File: src/design/fsba_pkg.sv
`timescale 1ns / 1ps
`default_nettype none

package fsba_pkg;

    localparam int NUM_SLOTS  = 16;
    localparam int NUM_BLOCKS = 512;

    localparam int ID_W        = 31;
    localparam int SLOT_IDX_W  = 4;
    localparam int BLOCK_NUM_W = 9;

    localparam int SLOT_W    = (NUM_SLOTS > 1) ? $clog2(NUM_SLOTS) : 1;
    localparam int BLK_W     = $clog2(NUM_BLOCKS);
    localparam int WORD_W    = (NUM_BLOCKS < 32) ? NUM_BLOCKS : 32;
    localparam int BIT_W     = $clog2(WORD_W);
    localparam int NUM_WORDS = NUM_BLOCKS / WORD_W;
    localparam int WA_W      = (NUM_WORDS > 1) ? $clog2(NUM_WORDS) : 1;

    typedef enum logic [1:0] {
        OP_LOOKUP = 2'd0,
        OP_CREATE = 2'd1,
        OP_DELETE = 2'd2,
        OP_FORMAT = 2'd3
    } t_opcode;

    typedef enum logic [2:0] {
        ST_OK        = 3'd0,
        ST_EXISTS    = 3'd1,
        ST_NO_BLOCK  = 3'd2,
        ST_NO_SLOT   = 3'd3,
        ST_NOT_FOUND = 3'd4
    } t_status;

    // query travelling down the slot chain
    typedef struct packed {
        logic              live;
        logic [ID_W-1:0]   id;
        logic              hit;
        logic [SLOT_W-1:0] hit_slot;
        logic [BLK_W-1:0]  hit_block;
        logic              free;
        logic [SLOT_W-1:0] free_slot;
    } t_token;

    // update broadcast to every slot cell
    typedef struct packed {
        logic              set;
        logic              clr;
        logic              clr_all;
        logic [SLOT_W-1:0] idx;
        logic [ID_W-1:0]   id;
        logic [BLK_W-1:0]  block;
    } t_cell_cmd;

    typedef struct packed {
        logic             search;
        logic             set;
        logic             clr;
        logic             fmt;
        logic [BLK_W-1:0] block;
    } t_bm_cmd;

    typedef struct packed {
        logic             busy;
        logic             done;
        logic             found;
        logic [BLK_W-1:0] block;
    } t_bm_stat;

    typedef struct packed {
        logic             found;
        logic [BIT_W-1:0] bit_idx;
    } t_zero;

    // lowest clear bit of a bitmap word
    function automatic t_zero first_zero(input logic [WORD_W-1:0] w);
        t_zero r;
        r = '0;
        for (int k = WORD_W - 1; k >= 0; k--) begin
            if (!w[k]) begin
                r.found   = 1'b1;
                r.bit_idx = BIT_W'(k);
            end
        end
        return r;
    endfunction

endpackage

`default_nettype wire

File: src/design/fsba_if.sv
`timescale 1ns / 1ps
`default_nettype none

interface fsba_req_if;
    logic                          valid;
    logic                          ready;
    logic [1:0]                    opcode;
    logic [fsba_pkg::ID_W-1:0]     file_id;

    modport source (output valid, output opcode, output file_id, input ready);
    modport sink   (input valid, input opcode, input file_id, output ready);
endinterface

interface fsba_rsp_if;
    logic                              valid;
    logic                              ready;
    logic [2:0]                        status;
    logic [fsba_pkg::SLOT_IDX_W-1:0]   slot_index;
    logic [fsba_pkg::BLOCK_NUM_W-1:0]  data_block;

    modport source (output valid, output status, output slot_index, output data_block,
                    input ready);
    modport sink   (input valid, input status, input slot_index, input data_block,
                    output ready);
endinterface

`default_nettype wire

File: src/design/fsba_slot_cell.sv
`timescale 1ns / 1ps
`default_nettype none

module fsba_slot_cell (
    input  wire logic                        i_clk,
    input  wire logic                        i_rst_n,
    input  wire logic [fsba_pkg::SLOT_W-1:0] i_idx,
    input  wire fsba_pkg::t_token            i_tok,
    input  wire fsba_pkg::t_cell_cmd         i_cmd,
    output fsba_pkg::t_token                 o_tok
);

    logic                           r_valid;
    logic [fsba_pkg::ID_W-1:0]      r_id;
    logic [fsba_pkg::BLK_W-1:0]     r_block;
    fsba_pkg::t_token               r_tok;
    fsba_pkg::t_token               n_tok;
    logic                           w_hit_here;
    logic                           w_free_here;
    logic                           w_mine;

    assign w_mine      = (i_cmd.idx == i_idx);
    assign w_hit_here  = r_valid && (r_id == i_tok.id);
    assign w_free_here = !r_valid;

    always_comb begin
        n_tok = i_tok;
        if (!i_tok.hit && w_hit_here) begin
            n_tok.hit       = 1'b1;
            n_tok.hit_slot  = i_idx;
            n_tok.hit_block = r_block;
        end
        if (!i_tok.free && w_free_here) begin
            n_tok.free      = 1'b1;
            n_tok.free_slot = i_idx;
        end
    end

    always_ff @(posedge i_clk) begin
        if (!i_rst_n) begin
            r_valid <= 1'b0;
        end else if (i_cmd.clr_all || (i_cmd.clr && w_mine)) begin
            r_valid <= 1'b0;
        end else if (i_cmd.set && w_mine) begin
            r_valid <= 1'b1;
        end
    end

    always_ff @(posedge i_clk) begin
        if (i_cmd.set && w_mine) begin
            r_id    <= i_cmd.id;
            r_block <= i_cmd.block;
        end
    end

    always_ff @(posedge i_clk) begin
        if (!i_rst_n) begin
            r_tok.live <= 1'b0;
        end else begin
            r_tok.live <= i_tok.live;
        end
        r_tok.id        <= n_tok.id;
        r_tok.hit       <= n_tok.hit;
        r_tok.hit_slot  <= n_tok.hit_slot;
        r_tok.hit_block <= n_tok.hit_block;
        r_tok.free      <= n_tok.free;
        r_tok.free_slot <= n_tok.free_slot;
    end

    assign o_tok = r_tok;

endmodule

`default_nettype wire

File: src/design/fsba_bitmap.sv
`timescale 1ns / 1ps
`default_nettype none

module fsba_bitmap (
    input  wire logic               i_clk,
    input  wire logic               i_rst_n,
    input  wire fsba_pkg::t_bm_cmd  i_cmd,
    output fsba_pkg::t_bm_stat      o_stat
);

    typedef enum logic [3:0] {
        S_IDLE = 4'b0001,
        S_SCAN = 4'b0010,
        S_RD   = 4'b0100,
        S_WR   = 4'b1000
    } t_bm_state;

    localparam logic [fsba_pkg::WA_W-1:0] LAST_WORD = fsba_pkg::WA_W'(fsba_pkg::NUM_WORDS - 1);

    logic [fsba_pkg::WORD_W-1:0]    mem [fsba_pkg::NUM_WORDS];
    logic [fsba_pkg::NUM_WORDS-1:0] r_row_ok;

    t_bm_state                      r_state;
    t_bm_state                      n_state;
    logic [fsba_pkg::WA_W-1:0]      r_addr;
    logic [fsba_pkg::WA_W-1:0]      r_daddr;
    logic                           r_dv;
    logic [fsba_pkg::WORD_W-1:0]    r_rdata;
    logic [fsba_pkg::BIT_W-1:0]     r_bit;
    logic                           r_setv;
    logic                           r_done;
    logic                           r_found;
    logic [fsba_pkg::BLK_W-1:0]     r_blk;

    logic [fsba_pkg::WORD_W-1:0]    w_word;
    logic [fsba_pkg::WORD_W-1:0]    w_wdata;
    fsba_pkg::t_zero                w_zero;
    logic                           w_wr_en;

    // rows never written read as their reset pattern: blocks 0 and 1 in use
    always_comb begin
        if (r_row_ok[r_daddr]) begin
            w_word = r_rdata;
        end else if (r_daddr == '0) begin
            w_word = fsba_pkg::WORD_W'(2'b11);
        end else begin
            w_word = '0;
        end
    end

    assign w_zero  = fsba_pkg::first_zero(w_word);
    assign w_wr_en = (r_state == S_WR);

    always_comb begin
        w_wdata        = w_word;
        w_wdata[r_bit] = r_setv;
    end

    always_comb begin
        n_state = r_state;
        case (r_state)
            S_IDLE: begin
                if (i_cmd.search) begin
                    n_state = S_SCAN;
                end else if (i_cmd.set || i_cmd.clr) begin
                    n_state = S_RD;
                end
            end
            S_SCAN: begin
                if (r_dv && (w_zero.found || r_daddr == LAST_WORD)) begin
                    n_state = S_IDLE;
                end
            end
            S_RD:    n_state = S_WR;
            S_WR:    n_state = S_IDLE;
            default: n_state = S_IDLE;
        endcase
    end

    always_ff @(posedge i_clk) begin
        if (w_wr_en) begin
            mem[r_daddr] <= w_wdata;
        end
        r_rdata <= mem[r_addr];
    end

    always_ff @(posedge i_clk) begin
        if (!i_rst_n) begin
            r_state  <= S_IDLE;
            r_dv     <= 1'b0;
            r_done   <= 1'b0;
            r_row_ok <= '0;
        end else begin
            r_state <= n_state;
            case (r_state)
                S_IDLE: begin
                    r_dv <= 1'b0;
                    if (i_cmd.fmt) begin
                        r_row_ok <= '0;
                    end
                    if (i_cmd.search) begin
                        r_done <= 1'b0;
                    end
                end
                S_SCAN: begin
                    r_dv <= 1'b1;
                    if (r_dv && (w_zero.found || r_daddr == LAST_WORD)) begin
                        r_done <= 1'b1;
                    end
                end
                S_WR: begin
                    r_row_ok[r_daddr] <= 1'b1;
                end
                default: begin
                    r_dv <= 1'b0;
                end
            endcase
        end
    end

    always_ff @(posedge i_clk) begin
        case (r_state)
            S_IDLE: begin
                if (i_cmd.search) begin
                    r_addr <= '0;
                end else begin
                    r_addr <= fsba_pkg::WA_W'(i_cmd.block >> fsba_pkg::BIT_W);
                end
                r_bit  <= i_cmd.block[fsba_pkg::BIT_W-1:0];
                r_setv <= i_cmd.set;
            end
            S_SCAN: begin
                r_daddr <= r_addr;
                if (r_addr != LAST_WORD) begin
                    r_addr <= r_addr + 1'b1;
                end
                if (r_dv) begin
                    r_found <= w_zero.found;
                    r_blk   <= fsba_pkg::BLK_W'({r_daddr, w_zero.bit_idx});
                end
            end
            S_RD: begin
                r_daddr <= r_addr;
            end
            default: begin
                r_daddr <= r_daddr;
            end
        endcase
    end

    assign o_stat.busy  = (r_state != S_IDLE);
    assign o_stat.done  = r_done;
    assign o_stat.found = r_found;
    assign o_stat.block = r_blk;

endmodule

`default_nettype wire

File: src/design/file_slot_and_block_allocator.sv
`timescale 1ns / 1ps
`default_nettype none

// channel  | dir | modport | payload
// i_req    | in  | sink    | opcode (2), file_id (31)
// o_rsp    | out | source  | status (3), slot_index (4), data_block (9)
//
// one request at a time; a lookup holds off the next request until its query has passed
// the slot chain, a create also until the bitmap scan has finished, and a delete or create
// that succeeds also until the bitmap write-back is done; a format skips the chain and goes
// straight to the result
// the slot chain depth and the one-word-per-cycle bitmap scan set how long a request takes
// synchronous active-low reset empties every slot and leaves blocks 0 and 1 in use
// a result waits in the output register while the next request is taken; a new
// result is only loaded once the previous one has gone out

module file_slot_and_block_allocator (
    input  wire logic   i_clk,
    input  wire logic   i_rst_n,
    fsba_req_if.sink    i_req,
    fsba_rsp_if.source  o_rsp
);

    typedef enum logic [2:0] {
        S_IDLE   = 3'b001,
        S_SEARCH = 3'b010,
        S_FIN    = 3'b100
    } t_state;

    t_state                            r_state;
    t_state                            n_state;
    fsba_pkg::t_opcode                 r_op;
    logic                              r_tail_done;
    fsba_pkg::t_token                  r_tail;

    // pending result
    fsba_pkg::t_status                 r_res_status;
    logic [fsba_pkg::SLOT_W-1:0]       r_res_slot;
    logic [fsba_pkg::BLK_W-1:0]        r_res_block;

    // output register
    logic                              r_out_valid;
    fsba_pkg::t_status                 r_out_status;
    logic [fsba_pkg::SLOT_IDX_W-1:0]   r_out_slot;
    logic [fsba_pkg::BLOCK_NUM_W-1:0]  r_out_block;

    fsba_pkg::t_token                  w_tok [fsba_pkg::NUM_SLOTS + 1];
    fsba_pkg::t_cell_cmd               w_cmd;
    fsba_pkg::t_bm_cmd                 w_bm_cmd;
    fsba_pkg::t_bm_stat                w_bm_stat;
    fsba_pkg::t_opcode                 w_in_op;
    logic                              w_accept;
    logic                              w_decide;
    logic                              w_load;
    fsba_pkg::t_token                  w_tail;

    assign w_in_op  = fsba_pkg::t_opcode'(i_req.opcode);
    assign i_req.ready = (r_state == S_IDLE) && !w_bm_stat.busy;
    assign w_accept = i_req.valid && i_req.ready;

    // the chain result is kept until the bitmap scan has also finished
    assign w_tail   = r_tail_done ? r_tail : w_tok[fsba_pkg::NUM_SLOTS];
    assign w_decide = (r_state == S_SEARCH)
                   && (r_tail_done || w_tok[fsba_pkg::NUM_SLOTS].live)
                   && ((r_op != fsba_pkg::OP_CREATE) || w_bm_stat.done);

    assign w_load = (r_state == S_FIN) && (!r_out_valid || o_rsp.ready);

    // query enters the first cell in the cycle the request transfers
    always_comb begin
        w_tok[0]      = '0;
        w_tok[0].live = w_accept && (w_in_op != fsba_pkg::OP_FORMAT);
        w_tok[0].id   = i_req.file_id;
    end

    for (genvar g = 0; g < fsba_pkg::NUM_SLOTS; g++) begin : g_cell
        fsba_slot_cell u_cell (
            .i_clk   (i_clk),
            .i_rst_n (i_rst_n),
            .i_idx   (fsba_pkg::SLOT_W'(g)),
            .i_tok   (w_tok[g]),
            .i_cmd   (w_cmd),
            .o_tok   (w_tok[g + 1])
        );
    end

    fsba_bitmap u_bitmap (
        .i_clk   (i_clk),
        .i_rst_n (i_rst_n),
        .i_cmd   (w_bm_cmd),
        .o_stat  (w_bm_stat)
    );

    // updates to the slot cells and the bitmap
    always_comb begin
        w_cmd          = '0;
        w_bm_cmd       = '0;
        w_cmd.id       = r_tail.id;
        w_cmd.block    = w_bm_stat.block;
        w_cmd.idx      = w_tail.free_slot;
        w_bm_cmd.block = w_bm_stat.block;
        if (w_accept) begin
            w_cmd.clr_all   = (w_in_op == fsba_pkg::OP_FORMAT);
            w_bm_cmd.fmt    = (w_in_op == fsba_pkg::OP_FORMAT);
            w_bm_cmd.search = (w_in_op == fsba_pkg::OP_CREATE);
        end
        if (w_decide) begin
            w_cmd.id = w_tail.id;
            case (r_op)
                fsba_pkg::OP_CREATE: begin
                    if (!w_tail.hit && w_bm_stat.found && w_tail.free) begin
                        w_cmd.set    = 1'b1;
                        w_bm_cmd.set = 1'b1;
                    end
                end
                fsba_pkg::OP_DELETE: begin
                    if (w_tail.hit) begin
                        w_cmd.clr      = 1'b1;
                        w_cmd.idx      = w_tail.hit_slot;
                        w_bm_cmd.clr   = 1'b1;
                        w_bm_cmd.block = w_tail.hit_block;
                    end
                end
                default: begin
                    w_cmd.clr = 1'b0;
                end
            endcase
        end
    end

    always_comb begin
        n_state = r_state;
        case (r_state)
            S_IDLE: begin
                if (w_accept) begin
                    n_state = (w_in_op == fsba_pkg::OP_FORMAT) ? S_FIN : S_SEARCH;
                end
            end
            S_SEARCH: begin
                if (w_decide) begin
                    n_state = S_FIN;
                end
            end
            S_FIN: begin
                if (w_load) begin
                    n_state = S_IDLE;
                end
            end
            default: n_state = S_IDLE;
        endcase
    end

    always_ff @(posedge i_clk) begin
        if (!i_rst_n) begin
            r_state     <= S_IDLE;
            r_tail_done <= 1'b0;
            r_out_valid <= 1'b0;
        end else begin
            r_state <= n_state;
            if (w_accept) begin
                r_tail_done <= 1'b0;
            end else if (w_tok[fsba_pkg::NUM_SLOTS].live) begin
                r_tail_done <= 1'b1;
            end
            if (w_load) begin
                r_out_valid <= 1'b1;
            end else if (o_rsp.ready) begin
                r_out_valid <= 1'b0;
            end
        end
    end

    // decision on the finished query; the result starts as ok, slot 0, block 0
    always_ff @(posedge i_clk) begin
        if (w_accept) begin
            r_op         <= w_in_op;
            r_res_status <= fsba_pkg::ST_OK;
            r_res_slot   <= '0;
            r_res_block  <= '0;
        end
        if (w_tok[fsba_pkg::NUM_SLOTS].live) begin
            r_tail <= w_tok[fsba_pkg::NUM_SLOTS];
        end
        if (w_decide) begin
            case (r_op)
                fsba_pkg::OP_CREATE: begin
                    if (w_tail.hit) begin
                        r_res_status <= fsba_pkg::ST_EXISTS;
                    end else if (!w_bm_stat.found) begin
                        r_res_status <= fsba_pkg::ST_NO_BLOCK;
                    end else if (!w_tail.free) begin
                        r_res_status <= fsba_pkg::ST_NO_SLOT;
                    end else begin
                        r_res_slot  <= w_tail.free_slot;
                        r_res_block <= w_bm_stat.block;
                    end
                end
                default: begin
                    // lookup and delete
                    if (w_tail.hit) begin
                        r_res_slot  <= w_tail.hit_slot;
                        r_res_block <= w_tail.hit_block;
                    end else begin
                        r_res_status <= fsba_pkg::ST_NOT_FOUND;
                    end
                end
            endcase
        end
        if (w_load) begin
            r_out_status <= r_res_status;
            r_out_slot   <= fsba_pkg::SLOT_IDX_W'(r_res_slot);
            r_out_block  <= fsba_pkg::BLOCK_NUM_W'(r_res_block);
        end
    end

    assign o_rsp.valid      = r_out_valid;
    assign o_rsp.status     = r_out_status;
    assign o_rsp.slot_index = r_out_slot;
    assign o_rsp.data_block = r_out_block;

    // a failed request reports slot 0 and block 0
    a_fail_zero: assert property (@(posedge i_clk) disable iff (!i_rst_n)
        (o_rsp.valid && o_rsp.status != fsba_pkg::ST_OK)
        |-> (o_rsp.slot_index == '0 && o_rsp.data_block == '0))
        else $error("failed request with nonzero slot or block");

    // only one request in flight
    a_one_at_a_time: assert property (@(posedge i_clk) disable iff (!i_rst_n)
        w_accept |=> !i_req.ready)
        else $error("request taken while another is in flight");

    // the query only leaves the chain while its request is being searched
    a_tail_in_search: assert property (@(posedge i_clk) disable iff (!i_rst_n)
        w_tok[fsba_pkg::NUM_SLOTS].live |-> (r_state == S_SEARCH))
        else $error("query left the chain outside a search");

    // blocks 0 and 1 are never handed out
    a_reserved_blocks: assert property (@(posedge i_clk) disable iff (!i_rst_n)
        (w_bm_stat.done && w_bm_stat.found)
        |-> (w_bm_stat.block != '0 && w_bm_stat.block != fsba_pkg::BLK_W'(1)))
        else $error("reserved block found free");

endmodule

`default_nettype wire
File: src/flat_wrapper.sv
// flat-port wrapper written by rule: the top's interface ports become plain ports
module file_slot_and_block_allocator_flat 
  (i_clk, i_rst_n, i_req_valid, i_req_opcode, i_req_file_id, i_req_ready, o_rsp_valid, o_rsp_status, o_rsp_slot_index, o_rsp_data_block, o_rsp_ready);
  fsba_req_if i_req_i ();
  fsba_rsp_if o_rsp_i ();
  input  wire logic i_clk;
  input  wire logic i_rst_n;
  input wire logic [$bits(i_req_i.valid)-1:0] i_req_valid;
  input wire logic [$bits(i_req_i.opcode)-1:0] i_req_opcode;
  input wire logic [$bits(i_req_i.file_id)-1:0] i_req_file_id;
  output wire logic [$bits(i_req_i.ready)-1:0] i_req_ready;
  output wire logic [$bits(o_rsp_i.valid)-1:0] o_rsp_valid;
  output wire logic [$bits(o_rsp_i.status)-1:0] o_rsp_status;
  output wire logic [$bits(o_rsp_i.slot_index)-1:0] o_rsp_slot_index;
  output wire logic [$bits(o_rsp_i.data_block)-1:0] o_rsp_data_block;
  input wire logic [$bits(o_rsp_i.ready)-1:0] o_rsp_ready;
  assign i_req_i.valid = i_req_valid;
  assign i_req_i.opcode = i_req_opcode;
  assign i_req_i.file_id = i_req_file_id;
  assign i_req_ready = i_req_i.ready;
  assign o_rsp_valid = o_rsp_i.valid;
  assign o_rsp_status = o_rsp_i.status;
  assign o_rsp_slot_index = o_rsp_i.slot_index;
  assign o_rsp_data_block = o_rsp_i.data_block;
  assign o_rsp_i.ready = o_rsp_ready;
  file_slot_and_block_allocator u_core (.i_clk(i_clk), .i_rst_n(i_rst_n), .i_req(i_req_i), .o_rsp(o_rsp_i));
endmodule
File: config.mk
export PLATFORM = sky130hd
export DESIGN_NAME = file_slot_and_block_allocator_flat
export DESIGN_NICKNAME = d
export VERILOG_FILES = /design/src/design/fsba_pkg.sv /design/src/design/fsba_if.sv /design/src/design/fsba_slot_cell.sv /design/src/design/fsba_bitmap.sv /design/src/design/file_slot_and_block_allocator.sv /design/src/flat_wrapper.sv
export SDC_FILE = /design/constraint.sdc
export NUM_CORES = 2
export LEC_CHECK = 0
export BUFFER_PORTS_ARGS = -buffer_cell sky130_fd_sc_hd__clkbuf_2
export CORE_ASPECT_RATIO = 1.2
export CORE_MARGIN = 3
export CORE_UTILIZATION = 55
export CTS_CLUSTER_SIZE = 8
export DETAILED_ROUTE_END_ITERATION = 10
export GPL_ROUTABILITY_DRIVEN = 0
export PLACE_DENSITY = 0.79
export SLEW_MARGIN = 20
export SYNTH_ARGS = -nofsm -noshare
export SYNTH_HDL_FRONTEND = slang
export SYNTH_SLANG_ARGS = --single-unit
File: constraint.sdc
create_clock -name i_clk -period 9.8 [get_ports i_clk]
set_input_delay 0.98 -clock i_clk [delete_from_list [all_inputs] [get_ports i_clk]]
set_output_delay 0.98 -clock i_clk [all_outputs]
set_load 0.05 [all_outputs]
==> results.md <==
- Syn_area_per_cell: 16.7 µm²
- Clk slew on worst S/H paths: 0.05 ns
- Root Driver: clkbuf_16
- Worst stage delay on the critical path: 0.71 ns
- Share of flip-flops with an asynchronous set or reset: 0%
- Max cap viols: 0
- Initial core utilization: 55.7%
- Period utilization: 37.2%
- Post-DP HPWL: 99800 µm
- Buffers on Ports: 54
- PnR Total Power: 21.3 mW
- Die height: 399 µm
- Yosys warnings: 0
- DRT antenna net count: 0
- Sink Count: 2121
- CTS Hold Bufs: 0
- CP most frequent cell: buf_4
- WL final: 168000 µm
- Gr usage total: 24.8%
- Layout cells sized above 1: 18.1%
- Fin. max-slew vios: 0
- Worst setup path startpoint: u_core.r_tail_done
- Worst r2r dst: u_core.g_cell[3].u_cell.r_id[2]
- Setup TNS: 0 ns
- Post-synth EDFFs: 1244
- Post-Synthesis Net Count: 4275
- PD cells: 257 nW/µm²
- R2R Path Start: u_core.r_tail_done
- Critical path class: reg -> reg
- Initial DRT Pass Iterations: 8
- Iteration-0 DRC Markers: 3596
- Max Buffers Root-to-Sink: 4
- CP max FO: 40
- Cells after synthesis: 4237
- Crit path required time: 10.29 ns
- CTS resizes: 0
- Yosys cell types: 66
- Hold WC Path Type: in -> reg
- Depth of the worst register-to-register path: 9
- Synth area leader: edfxtp_1
- Nets: 4618
- Synth Flop Type: edfxtp_1
- Worst path arrival time: 4.13 ns
- CTS tree: built
- Core area: 127000 µm²
- Worst VDD drop: 252 µV
- Largest net degree at the start of global routing: 129
- Slowest cell on crit path: dfxtp_1
- Skew final: 0.0728 ns
- Worst hold margin: 0.237 ns
- Minimum clock period: 3.64 ns
- Unrepaired setup endpoints after global routing: false
- Worst reg-to-reg setup slack: 6.16 ns
- Cts bufs inserted: 315
- H-tree levels: 5
- First-pass GRT wire length: 246000 µm
- Area Growth Syn to Fin: 16.9%
- I/O pins: 55
- Number of global-route vias before repair: 39300
- DRC: 0
- Register area share after synthesis: 77.4%
- Static Leak: 30.2 nW
- Synth top area share: 52.7%
- Die W: 334 µm
- Status: finished, final reports clean
- Initial antenna violation count: 2
- Via density: 5.85
- Worst setup path end: u_core.g_cell[3].u_cell.r_id[2]
- Cell row count: 143
- Total congestion overflow: 0
- Clock latency on the worst-skew pair: 0.90 ns
- Endpoints failing hold: 0
- Worst slew margin relative to its limit: 26.8%
- Post-CTS setup buffers: 0
- Fmax: 0.274 GHz
- Final Setup Violations: 0
- Synth Register Bits: 2121
- Synthesized cell area: 71000 µm²
- Endpoint type of the worst setup path: register
- Worst-Margin Slew: 1.10 ns
- Chain of cells forming the critical path: nand2_1, o22ai_1, nand3_1, or2_2, inv_1, o21ai_0, buf_4, nor2_4, buf_4
- Total number of vias: 37800
- CP startpoint kind: register
- Average wire per standard cell: 25.9 µm
- Die area: 133000 µm²
- Synth area leaders: edfxtp_1 (53%), dfxtp_1 (25%), xor2_1 (4.0%)
[area by class of cell]
cell class                      instances  area [µm²]
Multi-Input combinational cell       1986       15900
Clock buffer                          534        8870
Fill cell                            8017       44400
Timing Repair Buffer                  137        1040
Tap cell                             1667        2090
Antenna cell                            2        5.00
Clock inverter                          7        68.8
Inverter                               19        71.3
Sequential cell                      2121       54900
[per-stage QoR]
step                worst slack (ns)  cell area [µm²]  instances  util, %
floorplan                       4.93            71000       4237        -
global placement                5.83            73800       5919     57.9
detailed placement              5.78            73800       5919     57.9
CTS                             5.77            82700       6460     64.9
global route                    5.95            82900       6471     65.1
finish                          6.16            82900       6473     65.1
[critical path, delay by kind of cell, from the launching register on]
kind            cells  cell delay (ns)
simple gates        4             0.84
flops               1             0.71
buf+inv             3             1.12
compound gates      2             0.59
[worst min path at each step]
stage | slack, ns | start | endpoint | cells past startpoint
2_1_floorplan | 0.33 | u_core.g_cell[14].u_cell.o_tok[26] | u_core.g_cell[15].u_cell.o_tok[26] | 0
3_3_place_gp | 0.35 | u_core.g_cell[4].u_cell.o_tok[31] | u_core.g_cell[5].u_cell.o_tok[31] | 0
3_5_place_dp | 0.35 | u_core.g_cell[13].u_cell.o_tok[27] | u_core.g_cell[14].u_cell.o_tok[27] | 0
4_1_cts | 0.18 | i_req_file_id[3] | u_core.g_cell[0].u_cell.o_tok[22] | 1
5_1_grt | 0.21 | i_req_file_id[27] | u_core.g_cell[0].u_cell.o_tok[46] | 1
6_report | 0.24 | i_req_file_id[27] | u_core.g_cell[0].u_cell.o_tok[46] | 1
[registers in the layout, summed over array words and instances, names as in the netlist, 3 cells and up]
name / cells
u_core.g_cell.u_cell.o_tok: 786
u_core.g_cell.u_cell.r_block: 144
u_core.g_cell.u_cell.r_id: 496
u_core.g_cell.u_cell.r_valid: 16
u_core.o_rsp.data_block: 9
u_core.o_rsp.slot_index: 4
u_core.o_rsp.status: 3
u_core.r_res_block: 9
u_core.r_res_slot: 4
u_core.r_res_status: 3
u_core.r_state: 3
u_core.r_tail: 50
u_core.u_bitmap.mem: 512
u_core.u_bitmap.r_addr: 4
u_core.u_bitmap.r_bit: 5
u_core.u_bitmap.r_blk: 9
u_core.u_bitmap.r_daddr: 4
u_core.u_bitmap.r_rdata: 32
u_core.u_bitmap.r_row_ok: 16
u_core.u_bitmap.r_state: 4
[routing by layer]
metal	wire [µm]	track usage [%]	vias to the layer above	share of wire [%]
li1	-	-	16400	-
met1	61900	29.7	19200	37
met2	87200	44.1	1842	52
met4	6680	10.2	2	4.0
met5	13	0	-	0.0078
met3	12000	5.05	475	7.1
[kinds of logic (layout without fill, tap and decap cells)]
family	Yosys count	in the layout	share of synthesized area, %
flops	2121	2121	77.4
simple gates	772	772	5.68
xor+xnor	491	491	6.06
mux	392	392	7.08
compound gates	330	330	3.01
buf+inv	130	697	0.765
fa+ha+maj	1	1	0.0176
other cells	0	2	0
[synth_stat cells (19+ instances only)]
cell / number
edfxtp_1: 1244
o21a_1: 20
mux2i_1: 131
clkbuf_1: 60
nor2b_1: 53
buf_2: 32
o21ai_0: 123
a221oi_1: 43
xnor2_1: 166
mux2_2: 192
dfxtp_1: 877
nand2_1: 202
nand2b_1: 25
nand4_1: 68
a21oi_1: 54
or2_2: 73
xor2_1: 325
and2_1: 29
a22oi_1: 33
nor2_1: 138
nor3_1: 25
nor4_1: 94
inv_1: 19
mux4_2: 68
[cell usage in the layout (no fill, tap or decap), types with 19 or more instances in the layout]
cell type / netlist / final
edfxtp_1: 1244 / 1244
dfxtp_1: 877 / 876
xor2_1: 325 / 325
clkbuf_16: 0 / 322
clkbuf_1: 60 / 210
nand2_1: 202 / 202
mux2_2: 192 / 192
xnor2_1: 166 / 166
mux2i_1: 131 / 127
nor2_1: 138 / 105
o21ai_0: 123 / 103
nor4_1: 94 / 83
or2_2: 73 / 73
buf_4: 0 / 72
nand4_1: 68 / 68
mux4_2: 68 / 68
a21oi_1: 54 / 54
clkbuf_2: 0 / 54
nor2b_1: 53 / 51
a221oi_1: 43 / 43
nor2_4: 0 / 33
a22oi_1: 33 / 33
and2_1: 29 / 28
nand2b_1: 25 / 25
nor3_1: 25 / 22
o21ai_1: 2 / 21
o21a_1: 20 / 20
inv_1: 19 / 19
[where the power goes]
part | leakage (nW) | switching, mW | internal [mW] | total [mW]
sequential | 19.3 | 0.244 | 9.59 | 9.84
clock | 4.26 | 3.61 | 6.07 | 9.68
combinational | 6.71 | 1.09 | 0.675 | 1.77
total | 30.2 | 4.95 | 16.3 | 21.3
(Power assumes the default switching activity.)
